==> src/hw/rtl/log_odds_cell_update_assert.svh <==
// Assertion macros shared by the log-odds cell update RTL.
// Expects signals named clk and rst_n in the scope of use.
`ifndef LOG_ODDS_CELL_UPDATE_ASSERT_SVH
`define LOG_ODDS_CELL_UPDATE_ASSERT_SVH

// same-cycle implication
`define LOU_ASSERT_NOW(label, ante, cons, msg) \
  label: assert property (@(posedge clk) disable iff (!rst_n) (ante) |-> (cons)) \
    else $error(msg);

// next-cycle implication
`define LOU_ASSERT_NEXT(label, ante, cons, msg) \
  label: assert property (@(posedge clk) disable iff (!rst_n) (ante) |=> (cons)) \
    else $error(msg);

`endif

==> src/hw/rtl/lou_pkg.sv <==
// Types and constants of the log-odds cell update block.
// No dependencies.
`default_nettype none

package lou_pkg;

  typedef enum logic [1:0] {
    CLASS_UNEXPLORED = 2'd0,
    CLASS_FREE       = 2'd1,
    CLASS_OCCUPIED   = 2'd2
  } cell_class_t;

  localparam int CFG_IDX_W = 3;

  localparam logic [CFG_IDX_W-1:0] CFG_STEP     = 3'd0;
  localparam logic [CFG_IDX_W-1:0] CFG_MIN      = 3'd1;
  localparam logic [CFG_IDX_W-1:0] CFG_MAX      = 3'd2;
  localparam logic [CFG_IDX_W-1:0] CFG_OCC_LGT  = 3'd3;
  localparam logic [CFG_IDX_W-1:0] CFG_FREE_LGT = 3'd4;

  localparam logic signed [15:0] STEP_RESET     = 16'sd560;
  localparam logic signed [15:0] MIN_RESET      = -16'sd512;
  localparam logic signed [15:0] MAX_RESET      = 16'sd512;
  localparam logic signed [15:0] OCC_LGT_RESET  = 16'sd256;
  localparam logic signed [15:0] FREE_LGT_RESET = -16'sd256;

  typedef struct packed {
    logic [7:0] cell_row;
    logic [7:0] cell_col;
    logic       observed_hit;
  } lou_in_t;

  typedef struct packed {
    logic signed [15:0] new_log_odd;
    cell_class_t        cell_class;
    logic               class_changed;
    logic [16:0]        unexplored_total;
    logic [16:0]        free_total;
    logic [16:0]        occupied_total;
  } lou_out_t;

  typedef struct packed {
    logic signed [15:0] log_odd_step;
    logic signed [15:0] clamp_lo;
    logic signed [15:0] clamp_hi;
    logic signed [15:0] occupied_logit;
    logic signed [15:0] free_logit;
  } lou_cfg_t;

  typedef struct packed {
    cell_class_t        cls;
    logic signed [15:0] log_odd;
  } lou_cell_t;

  typedef struct packed {
    logic [16:0] unexplored;
    logic [16:0] free;
    logic [16:0] occupied;
  } lou_counts_t;

  typedef struct packed {
    lou_cell_t   entry;
    logic        changed;
    lou_counts_t counts;
  } lou_upd_t;

endpackage

`default_nettype wire

==> src/hw/rtl/lou_update.sv <==
// Cell update datapath: saturating add or subtract of the step, clamp, reclassify, count update.
// Depends on lou_pkg.
`default_nettype none

module lou_update (
  input  lou_pkg::lou_cfg_t    cfg,
  input  lou_pkg::lou_cell_t   old_cell,
  input  lou_pkg::lou_counts_t counts,
  input  wire                  hit,
  input  wire                  in_map,
  output lou_pkg::lou_upd_t    upd
);
  import lou_pkg::*;

  logic signed [17:0] old_x;
  logic signed [17:0] step_x;
  logic signed [17:0] sum;
  logic signed [15:0] sat;
  logic signed [15:0] clamped;
  cell_class_t        new_cls;
  logic               changed;
  lou_counts_t        cnt;

  always_comb begin
    old_x  = {{2{old_cell.log_odd[15]}}, old_cell.log_odd};
    step_x = {{2{cfg.log_odd_step[15]}}, cfg.log_odd_step};
    sum    = hit ? (old_x + step_x) : (old_x - step_x);

    if (sum[17:15] == 3'b000 || sum[17:15] == 3'b111) begin
      sat = sum[15:0];
    end else if (!sum[17]) begin
      sat = 16'sh7FFF;
    end else begin
      sat = 16'sh8000;
    end

    if (sat < cfg.clamp_lo) begin
      clamped = cfg.clamp_lo;
    end else if (sat > cfg.clamp_hi) begin
      clamped = cfg.clamp_hi;
    end else begin
      clamped = sat;
    end

    if (clamped > cfg.occupied_logit) begin
      new_cls = CLASS_OCCUPIED;
    end else if (clamped < cfg.free_logit) begin
      new_cls = CLASS_FREE;
    end else begin
      new_cls = old_cell.cls;
    end

    changed = in_map && (new_cls != old_cell.cls);

    cnt = counts;
    if (changed) begin
      case (old_cell.cls)
        CLASS_UNEXPLORED: cnt.unexplored = counts.unexplored - 17'd1;
        CLASS_FREE:       cnt.free       = counts.free - 17'd1;
        default:          cnt.occupied   = counts.occupied - 17'd1;
      endcase
      if (new_cls == CLASS_FREE) begin
        cnt.free = cnt.free + 17'd1;
      end else begin
        cnt.occupied = cnt.occupied + 17'd1;
      end
    end

    upd.changed = changed;
    upd.counts  = cnt;
    if (in_map) begin
      upd.entry.log_odd = clamped;
      upd.entry.cls     = new_cls;
    end else begin
      upd.entry.log_odd = '0;
      upd.entry.cls     = CLASS_UNEXPLORED;
    end
  end

endmodule

`default_nettype wire
==> config.mk <==
export PLATFORM = sky130hd
export DESIGN_NAME = lou_update
export DESIGN_NICKNAME = d
export VERILOG_FILES = /design/src/hw/rtl/log_odds_cell_update_assert.svh /design/src/hw/rtl/lou_pkg.sv /design/src/hw/rtl/lou_update.sv
export SDC_FILE = /design/constraint.sdc
export NUM_CORES = 1
export LEC_CHECK = 0
export BUFFER_PORTS_ARGS = -buffer_cell sky130_fd_sc_hd__buf_4
export CAP_MARGIN = 40
export CORE_MARGIN = 8
export CORE_UTILIZATION = 50
export DETAILED_ROUTE_END_ITERATION = 12
export GPL_ROUTABILITY_DRIVEN = 0
export PLACE_DENSITY = 0.86
export REMOVE_ABC_BUFFERS = 1
export SETUP_SLACK_MARGIN = 0.4
export SLEW_MARGIN = 20
export SYNTH_ARGS = -nofsm -noshare
export SYNTH_HDL_FRONTEND = slang
export SYNTH_SLANG_ARGS = --single-unit
==> constraint.sdc <==
create_clock -name vclk -period 29.7
set_clock_uncertainty 0.1 [all_clocks]
set_input_delay 1.485 -clock vclk [all_inputs]
set_output_delay 1.485 -clock vclk [all_outputs]
set_load 0.02 [all_outputs]
==> impl_metrics.tcl, run 1 <==
set metrics [dict create \
    hpwl_mm 16.8 \
    critical_path.most_common_cell "o21ai_0" \
    slew_violations 0 \
    antenna_found_initial 0 \
    dieArea_sq_um 15000 \
    critical_path_class "in2out" \
    relSlewSlack 0.475 \
    drcViolationCount 0 \
    synthMuxAreaShare 0.00907 \
    cp.required_ns 28.11 \
    period_share 0.442 \
    post_cts_buffers 0 \
    seq_cells 0 \
    overflow 0 \
    cts_resized 0 \
    drt_first_pass_iters 5 \
    grt_first_pass_wirelength_mm 30.5 \
    yosys.area_share.simple 0.288 \
    cp-end-kind "primary output" \
    synth_most_common_cell "inv_1" \
    synthXorXnorAreaFrac 0.147 \
    hp-class "in2out" \
    fmax_mhz 76.2 \
    fin_setup_tns_ns 0 \
    die_y_um 122 \
    grt_setup_unrepaired "no" \
    worst_slack_ns 16.57 \
    via_per_inst 5.80 \
    synth_top_area_share 0.188 \
    final-setup-viol-count 0 \
    pre_cts_slack_ns 16.23 \
    synth_compound_area_frac 0.274 \
    path_max_fanout 19 \
    grt_pass1_vias 6542 \
    grt_use_total 0.241 \
    nClkBuffers 0 \
    synthAdderAreaFrac 0.193 \
    synth.cell_area_sq_um 5660 \
    synth_top_family_by_area "simple AND/OR/NAND/NOR gates" \
    yosys.cell_types.count 74 \
    syn_inst 853 \
    core_area_sq_um 11200 \
    rows 39 \
    wirelength_mm 19.5 \
    diodes 0 \
    start_util 0.504 \
    layout-drive-gt1-share 0.248 \
    period_minus_slack_ns 13.13 \
    die_w_um 122 \
    arrival_ns 11.54 \
    syn_to_final_growth_pct 30.9 \
    port_buffers 221 \
    synth.avg_cell_area_sq_um 6.63 \
    pin_count 221 \
    ctsHoldBuffers 0 \
    worst_slew_pin_slew_ns 0.779 \
    synth_top_area_cell "ha_1" \
    power.density_nw_per_um2 55.2 \
    routed-via-count 6903 \
    yosys_warnings 0 \
    detail-route-antenna-nets 0 \
    max-vdd-ir-drop_uv 49.7 \
    synth_area_leaders "ha_1, xnor2_1, a21oi_1" \
    synthTopCellsByCount "inv_1, ha_1, a21oi_1" \
    hold_viol_final 0 \
    status "finished clean" \
    drtIter0Drc 591 \
    grt_max_degree 37 \
    slowest_delay_ns 0.68 \
    cpMaxStageDelayCell "o21a_1" \
    fin_nets 1287 \
    drv_cap 0 \
    seq_area_frac_synth 0 \
    regArea_sq_um 0 \
    wl_per_cell_um 16.3 \
    p_leak_nw 3.59 \
    worst_setup_path_start_kind "primary input" \
]
[through the flow]
stage,utilization,instances,total power [mW],hold slack (ns),area (sq um)
6_report,0.660,1191,0.409,3.16,7400
5_1_grt,0.660,1191,0.449,3.17,7400
4_1_cts,0.659,1190,0.403,3.16,7400
3_5_place_dp,0.659,1190,0.400,3.16,7400
3_3_place_gp,0.657,1187,0.388,3.16,7370
2_1_floorplan,-,819,0.264,3.00,5500
[routing by layer]
| metal | vias up | part of all wire | GRT usage | routed length (um) |
|---|---|---|---|---|
| li1 | 3460 | - | - | - |
| met1 | 3178 | 0.41 | 0.290 | 8020 |
| met2 | 235 | 0.48 | 0.433 | 9420 |
| met3 | 30 | 0.080 | 0.0451 | 1570 |
| met4 | 0 | 0.023 | 0.0510 | 455 |
| met5 | - | 0 | 0 | 0 |
[critical path: cells and delay by family]
family	cells	cell delay [ns]
AOI/OAI and AO/OA	24	5.80
adders and majority gates	3	1.04
and+or+nand+nor	6	1.96
xor gates and xnor gates	3	0.49
buffers and inverters	4	0.74
[path summary, 6_finish.rpt]
path                        from  endpoint  slack (ns)  cells after the start
worst min-delay path  counts[50]   upd[50]        3.16                      3
worst max-delay path     cfg[68]   upd[20]       16.57                     40
[report_power, final]
| part | switching, mW | internal (mW) |
|---|---|---|
| logic | 0.244 | 0.164 |
| registers | 0 | 0 |
| clock network | 0 | 0 |
| total | 0.244 | 0.164 |
[placed cells by master (no fill, tap or decap), types with 3 or more instances in the layout]
master / count
a211oi_1: 4
a21o_1: 18
a21oi_1: 75
a31o_2: 3
a31oi_1: 14
and2_1: 19
and3_1: 9
and4_1: 5
buf_4: 226
ha_1: 85
inv_1: 91
mux2i_1: 4
nand2_1: 65
nand2b_1: 20
nand3_1: 15
nand3b_1: 4
nand4_1: 19
nor2_1: 53
nor2b_1: 9
nor3_1: 22
nor3b_1: 3
nor4_1: 10
nor4_2: 3
nor4b_1: 4
o2111ai_1: 3
o211ai_1: 16
o21a_1: 9
o21ai_0: 55
o21ai_1: 14
o21bai_1: 3
o31a_1: 6
o31ai_1: 3
or2_2: 6
or3_1: 17
or4_1: 3
xnor2_1: 62
xor2_1: 30
[cells by family (layout without fill, tap and decap cells)]
kind of cell	Yosys count	after routing
muxes	5	5
AOI/OAI and AO/OA	247	247
and+or+nand+nor	296	296
buffers and inverters	125	320
xor gates and xnor gates	93	93
adders and majority gates	87	87
[area by class of cell]
cell class	instances	area, sq um
Timing Repair Buffer	229	1720
Multi-Input combinational cell	728	5160
Inverter	91	342
Fill cell	1008	3820
Tap cell	143	179
Note: power is estimated with default switching activity, not from simulation.
==> run 2, diff against run 1 <==
==> constraint.sdc (replaced) <==
create_clock -name vclk -period 13.2
set_clock_uncertainty 0.1 [all_clocks]
set_input_delay 0.66 -clock vclk [all_inputs]
set_output_delay 0.66 -clock vclk [all_outputs]
set_load 0.02 [all_outputs]
==> run 2 against run 1 <==
Against the previous run: sequential cell count did not move; first-iteration DRC count fell by 4.9%; combinational power rose by 120%; sequential share of layout area did not move; hold slack got worse by 1.7 ns; clock-buffer cell count did not move; final area fell by 0.12%; global-route usage rose by 0.23 points; total power rose by 130%.
==> impl_metrics.tcl, run 2 (synthesis gave the netlist of run 1 again) <==
set metrics [dict create \
    period_share 0.896 \
    dieArea_sq_um 15000 \
    cp.required_ns 12.44 \
    wirelength_mm 19.5 \
    period_minus_slack_ns 11.83 \
    place_area_sq_um 7400 \
    min_to "upd[50]" \
    die_y_um 122 \
    start_util 0.504 \
    cpMaxStageDelayCell "a211oi_4" \
    ctsHoldBuffers 0 \
    syn_to_final_growth_pct 30.7 \
    drcViolationCount 0 \
    p_leak_nw 3.58 \
    power.density_nw_per_um2 124 \
    slew_violations 0 \
    core_area_sq_um 11200 \
    wl_per_cell_um 16.4 \
    final-setup-viol-count 0 \
    hpwl_mm 16.8 \
    via_per_inst 5.84 \
    drtIter0Drc 562 \
    relSlewSlack 0.354 \
    instances_no_fill 1190 \
    grt_setup_unrepaired "no" \
    path_max_fanout 19 \
    fmax_mhz 84.6 \
    regArea_sq_um 0 \
    pin_count 221 \
    die_w_um 122 \
    fin_util 0.659 \
    cts_resized 0 \
    fin_nets 1286 \
    grt_pass1_vias 6590 \
    grt_first_pass_wirelength_mm 30.9 \
    slowest_delay_ns 0.72 \
    drt_first_pass_iters 5 \
    dp.cells 1190 \
    nClkBuffers 0 \
    grt_max_degree 20 \
    port_buffers 221 \
    grt_use_total 0.243 \
    max-vdd-ir-drop_uv 99.4 \
    cp-end-kind "primary output" \
    rows 39 \
    critical_path.most_common_cell "o21ai_0" \
    hold_viol_final 0 \
    status "finished clean" \
    fin_area_sq_um 7400 \
    detail-route-antenna-nets 0 \
    antenna_found_initial 0 \
    hp-class "in2out" \
    arrival_ns 11.07 \
    holdWs_ns 1.51 \
    critical_path_class "in2out" \
    overflow 0 \
    hp-start "counts[50]" \
    routed-via-count 6945 \
    worst_setup_path_start_kind "primary input" \
    drv_cap 0 \
    diodes 0 \
    post_cts_buffers 0 \
    final_common_cell "buf_4" \
    worst_slew_pin_slew_ns 0.965 \
    fin_setup_tns_ns 0 \
    layout_common_cells "buf_4, inv_1, ha_1, a21oi_1, nand2_1" \
    layout-drive-gt1-share 0.247 \
    min_path_cells 3 \
    seq_cells 0 \
]
## run 2: worst max path at each step
stage / startpoint / end / slack, ns / cells past startpoint
2_1_floorplan: cfg[68] / upd[13] / 1.26 / 35
3_3_place_gp: cfg[68] / upd[30] / 1.74 / 40
3_5_place_dp: cfg[68] / upd[30] / 1.64 / 40
4_1_cts: cfg[68] / upd[30] / 1.61 / 40
5_1_grt: cfg[68] / upd[9] / 0.73 / 40
6_report: cfg[68] / upd[30] / 1.37 / 40
## run 2: layout make-up
type | instances | area, sq um
fillers | 994 | 3830
inverters | 91 | 342
multi-input cells | 728 | 5160
repair buffers | 228 | 1710
well taps | 143 | 179
## run 2: report_power, final
part | total [mW] | internal, mW | switching [mW]
clock network | 0 | 0 | 0
logic | 0.920 | 0.368 | 0.553
registers | 0 | 0 | 0
total | 0.920 | 0.368 | 0.553
## run 2: stage by stage
stage | power [mW] | setup WS [ns]
after CTS | 0.906 | 1.61
after detailed placement | 0.902 | 1.64
final | 0.920 | 1.37
after global routing | 1.01 | 0.734
after global placement | 0.873 | 1.74
after floorplan | 0.594 | 1.26
## run 2: critical path: cells and delay by family
family          cells  cell delay (ns)
compound gates     22             5.45
xor+xnor            3             0.47
fa+ha+maj           3             1.10
buf+inv             5             1.09
simple gates        7             2.27
## run 2: layer usage
metal | part of all wire | up-vias | track usage | wire length, um
met5 | 0 | - | 0 | 0
met4 | 0.020 | 0 | 0.0472 | 397
met3 | 0.096 | 32 | 0.0465 | 1880
met2 | 0.48 | 305 | 0.430 | 9360
met1 | 0.40 | 3148 | 0.299 | 7890
li1 | - | 3460 | - | -
==> run 3, diff against run 2 <==
--- a/config.mk
+++ b/config.mk
@@ -7,11 +7,13 @@
 export LEC_CHECK = 0
 export BUFFER_PORTS_ARGS = -buffer_cell sky130_fd_sc_hd__buf_4
 export CAP_MARGIN = 40
+export CORE_ASPECT_RATIO = 1.2
 export CORE_MARGIN = 8
 export CORE_UTILIZATION = 50
 export DETAILED_ROUTE_END_ITERATION = 12
 export GPL_ROUTABILITY_DRIVEN = 0
 export PLACE_DENSITY = 0.86
+export RECOVER_POWER = 50
 export REMOVE_ABC_BUFFERS = 1
 export SETUP_SLACK_MARGIN = 0.4
 export SLEW_MARGIN = 20
==> run 3 against run 2 <==
Against the previous run: worst setup slack worse by 0.19 ns; non-clock buffer count unchanged; critical path depth down 1; cell count down 0.92%; final area down 1.0%; hold slack better by 0.00051 ns; maximum frequency down 1.6%; clock-buffer cell count unchanged; wire length down 3.3%; global-route usage down 0.61 points.
==> impl_metrics.tcl, run 3 (synthesis gave the netlist of run 1 again) <==
set metrics [dict create \
    status "finished clean" \
    grt_max_degree 30 \
    grt_use_total 0.237 \
    dieArea_sq_um 15000 \
    clockPowerShare 0 \
    place_area_sq_um 7380 \
    wl_per_cell_um 16.0 \
    drv_cap 0 \
    drt_first_pass_iters 5 \
    fin_area_sq_um 7320 \
    pwr-share-seq 0 \
    start_util 0.513 \
    regArea_sq_um 0 \
    slew_violations 0 \
    wirelength_mm 18.9 \
    power_frac_comb 1.000 \
    syn_to_final_growth_pct 29.4 \
    p_leak_nw 3.51 \
    fmax_mhz 83.2 \
    worst_setup_path_start_kind "primary input" \
    seq_cells 0 \
    internal-power_mw 0.356 \
    final-setup-viol-count 0 \
    layout-drive-gt1-share 0.231 \
    routed-via-count 6856 \
    fin_util 0.663 \
    via_per_inst 5.82 \
    min_to "upd[33]" \
    nClkBuffers 0 \
    min_path_cells 3 \
    power.density_nw_per_um2 121 \
    rows 42 \
    detail-route-antenna-nets 0 \
    drcViolationCount 0 \
    hp-class "in2out" \
    overflow 0 \
    fin_nets 1286 \
    cts_resized 0 \
    ctsHoldBuffers 0 \
    period_share 0.910 \
    hold_viol_final 0 \
    p_sw_frac 0.598 \
    max-vdd-ir-drop_uv 73.3 \
    arrival_ns 11.25 \
    hpwl_mm 16.3 \
    critPathTopFamily "compound AO/OA/AOI/OAI gates" \
    critical_path_class "in2out" \
    antenna_found_initial 0 \
    relSlewSlack 0.436 \
    port_buffers 221 \
    path_max_fanout 23 \
    fin_setup_tns_ns 0 \
    switchingPower_mw 0.529 \
    grt_setup_unrepaired "no" \
    final_common_cell "buf_4" \
    cp.required_ns 12.44 \
    post_cts_buffers 0 \
    diodes 0 \
    grt_first_pass_wirelength_mm 30.5 \
    pin_count 221 \
    cp-end-kind "primary output" \
    period_minus_slack_ns 12.01 \
    die_y_um 133 \
    slowest_delay_ns 0.78 \
    hp-start "counts[33]" \
    drtIter0Drc 338 \
    layout_common_cells "buf_4, inv_1, ha_1, a21oi_1, nand2_1" \
    core_area_sq_um 11000 \
    worst_slew_pin_slew_ns 0.843 \
    crit_buf_inv 5 \
    die_w_um 113 \
    grt_pass1_vias 6727 \
    cpMaxStageDelayCell "a211oi_4" \
]
==> run 3: power groups by stage <==
stage | Clock [mW] | Sequential [mW] | Combinational [mW]
6_report | 0 | 0 | 0.884
5_1_grt | 0 | 0 | 0.984
4_1_cts | 0 | 0 | 0.893
3_5_place_dp | 0 | 0 | 0.889
3_3_place_gp | 0 | 0 | 0.862
2_1_floorplan | 0 | 0 | 0.594
==> run 3: how the worst max path moves through the flow <==
stage / startpoint / to / slack [ns] / cells past startpoint
after floorplan: cfg[68] / upd[13] / 1.26 / 35
after global placement: cfg[68] / upd[30] / 1.63 / 39
after detailed placement: cfg[68] / upd[30] / 1.65 / 40
after CTS: cfg[68] / upd[30] / 1.63 / 40
after global routing: cfg[68] / upd[30] / 0.34 / 40
final: cfg[68] / upd[30] / 1.19 / 39
==> run 3: final cells by class <==
| type | count | area, sq um |
|---|---|---|
| timing repair buffer | 228 | 1660 |
| tap | 132 | 165 |
| multi-input combinational | 728 | 5160 |
| fill | 1022 | 3710 |
| inverter | 91 | 342 |
==> run 3: per-layer routing <==
metal / wire [um] / part of all wire / global-route usage
met1: 7340 / 0.39 / 0.251
met2: 9540 / 0.51 / 0.449
met3: 1590 / 0.084 / 0.0628
met4: 405 / 0.021 / 0.0542
met5: 0 / 0 / 0
==> run 3: metrics by stage <==
| step | std cells | power (mW) | setup slack (ns) | hold slack [ns] |
|---|---|---|---|---|
| global placement | 1176 | 0.862 | 1.63 | 1.51 |
| floorplan | 819 | 0.594 | 1.26 | 1.35 |
| finish | 1179 | 0.884 | 1.19 | 1.51 |
| global route | 1179 | 0.984 | 0.339 | 1.52 |
| CTS | 1178 | 0.893 | 1.63 | 1.51 |
| detailed placement | 1178 | 0.889 | 1.65 | 1.51 |
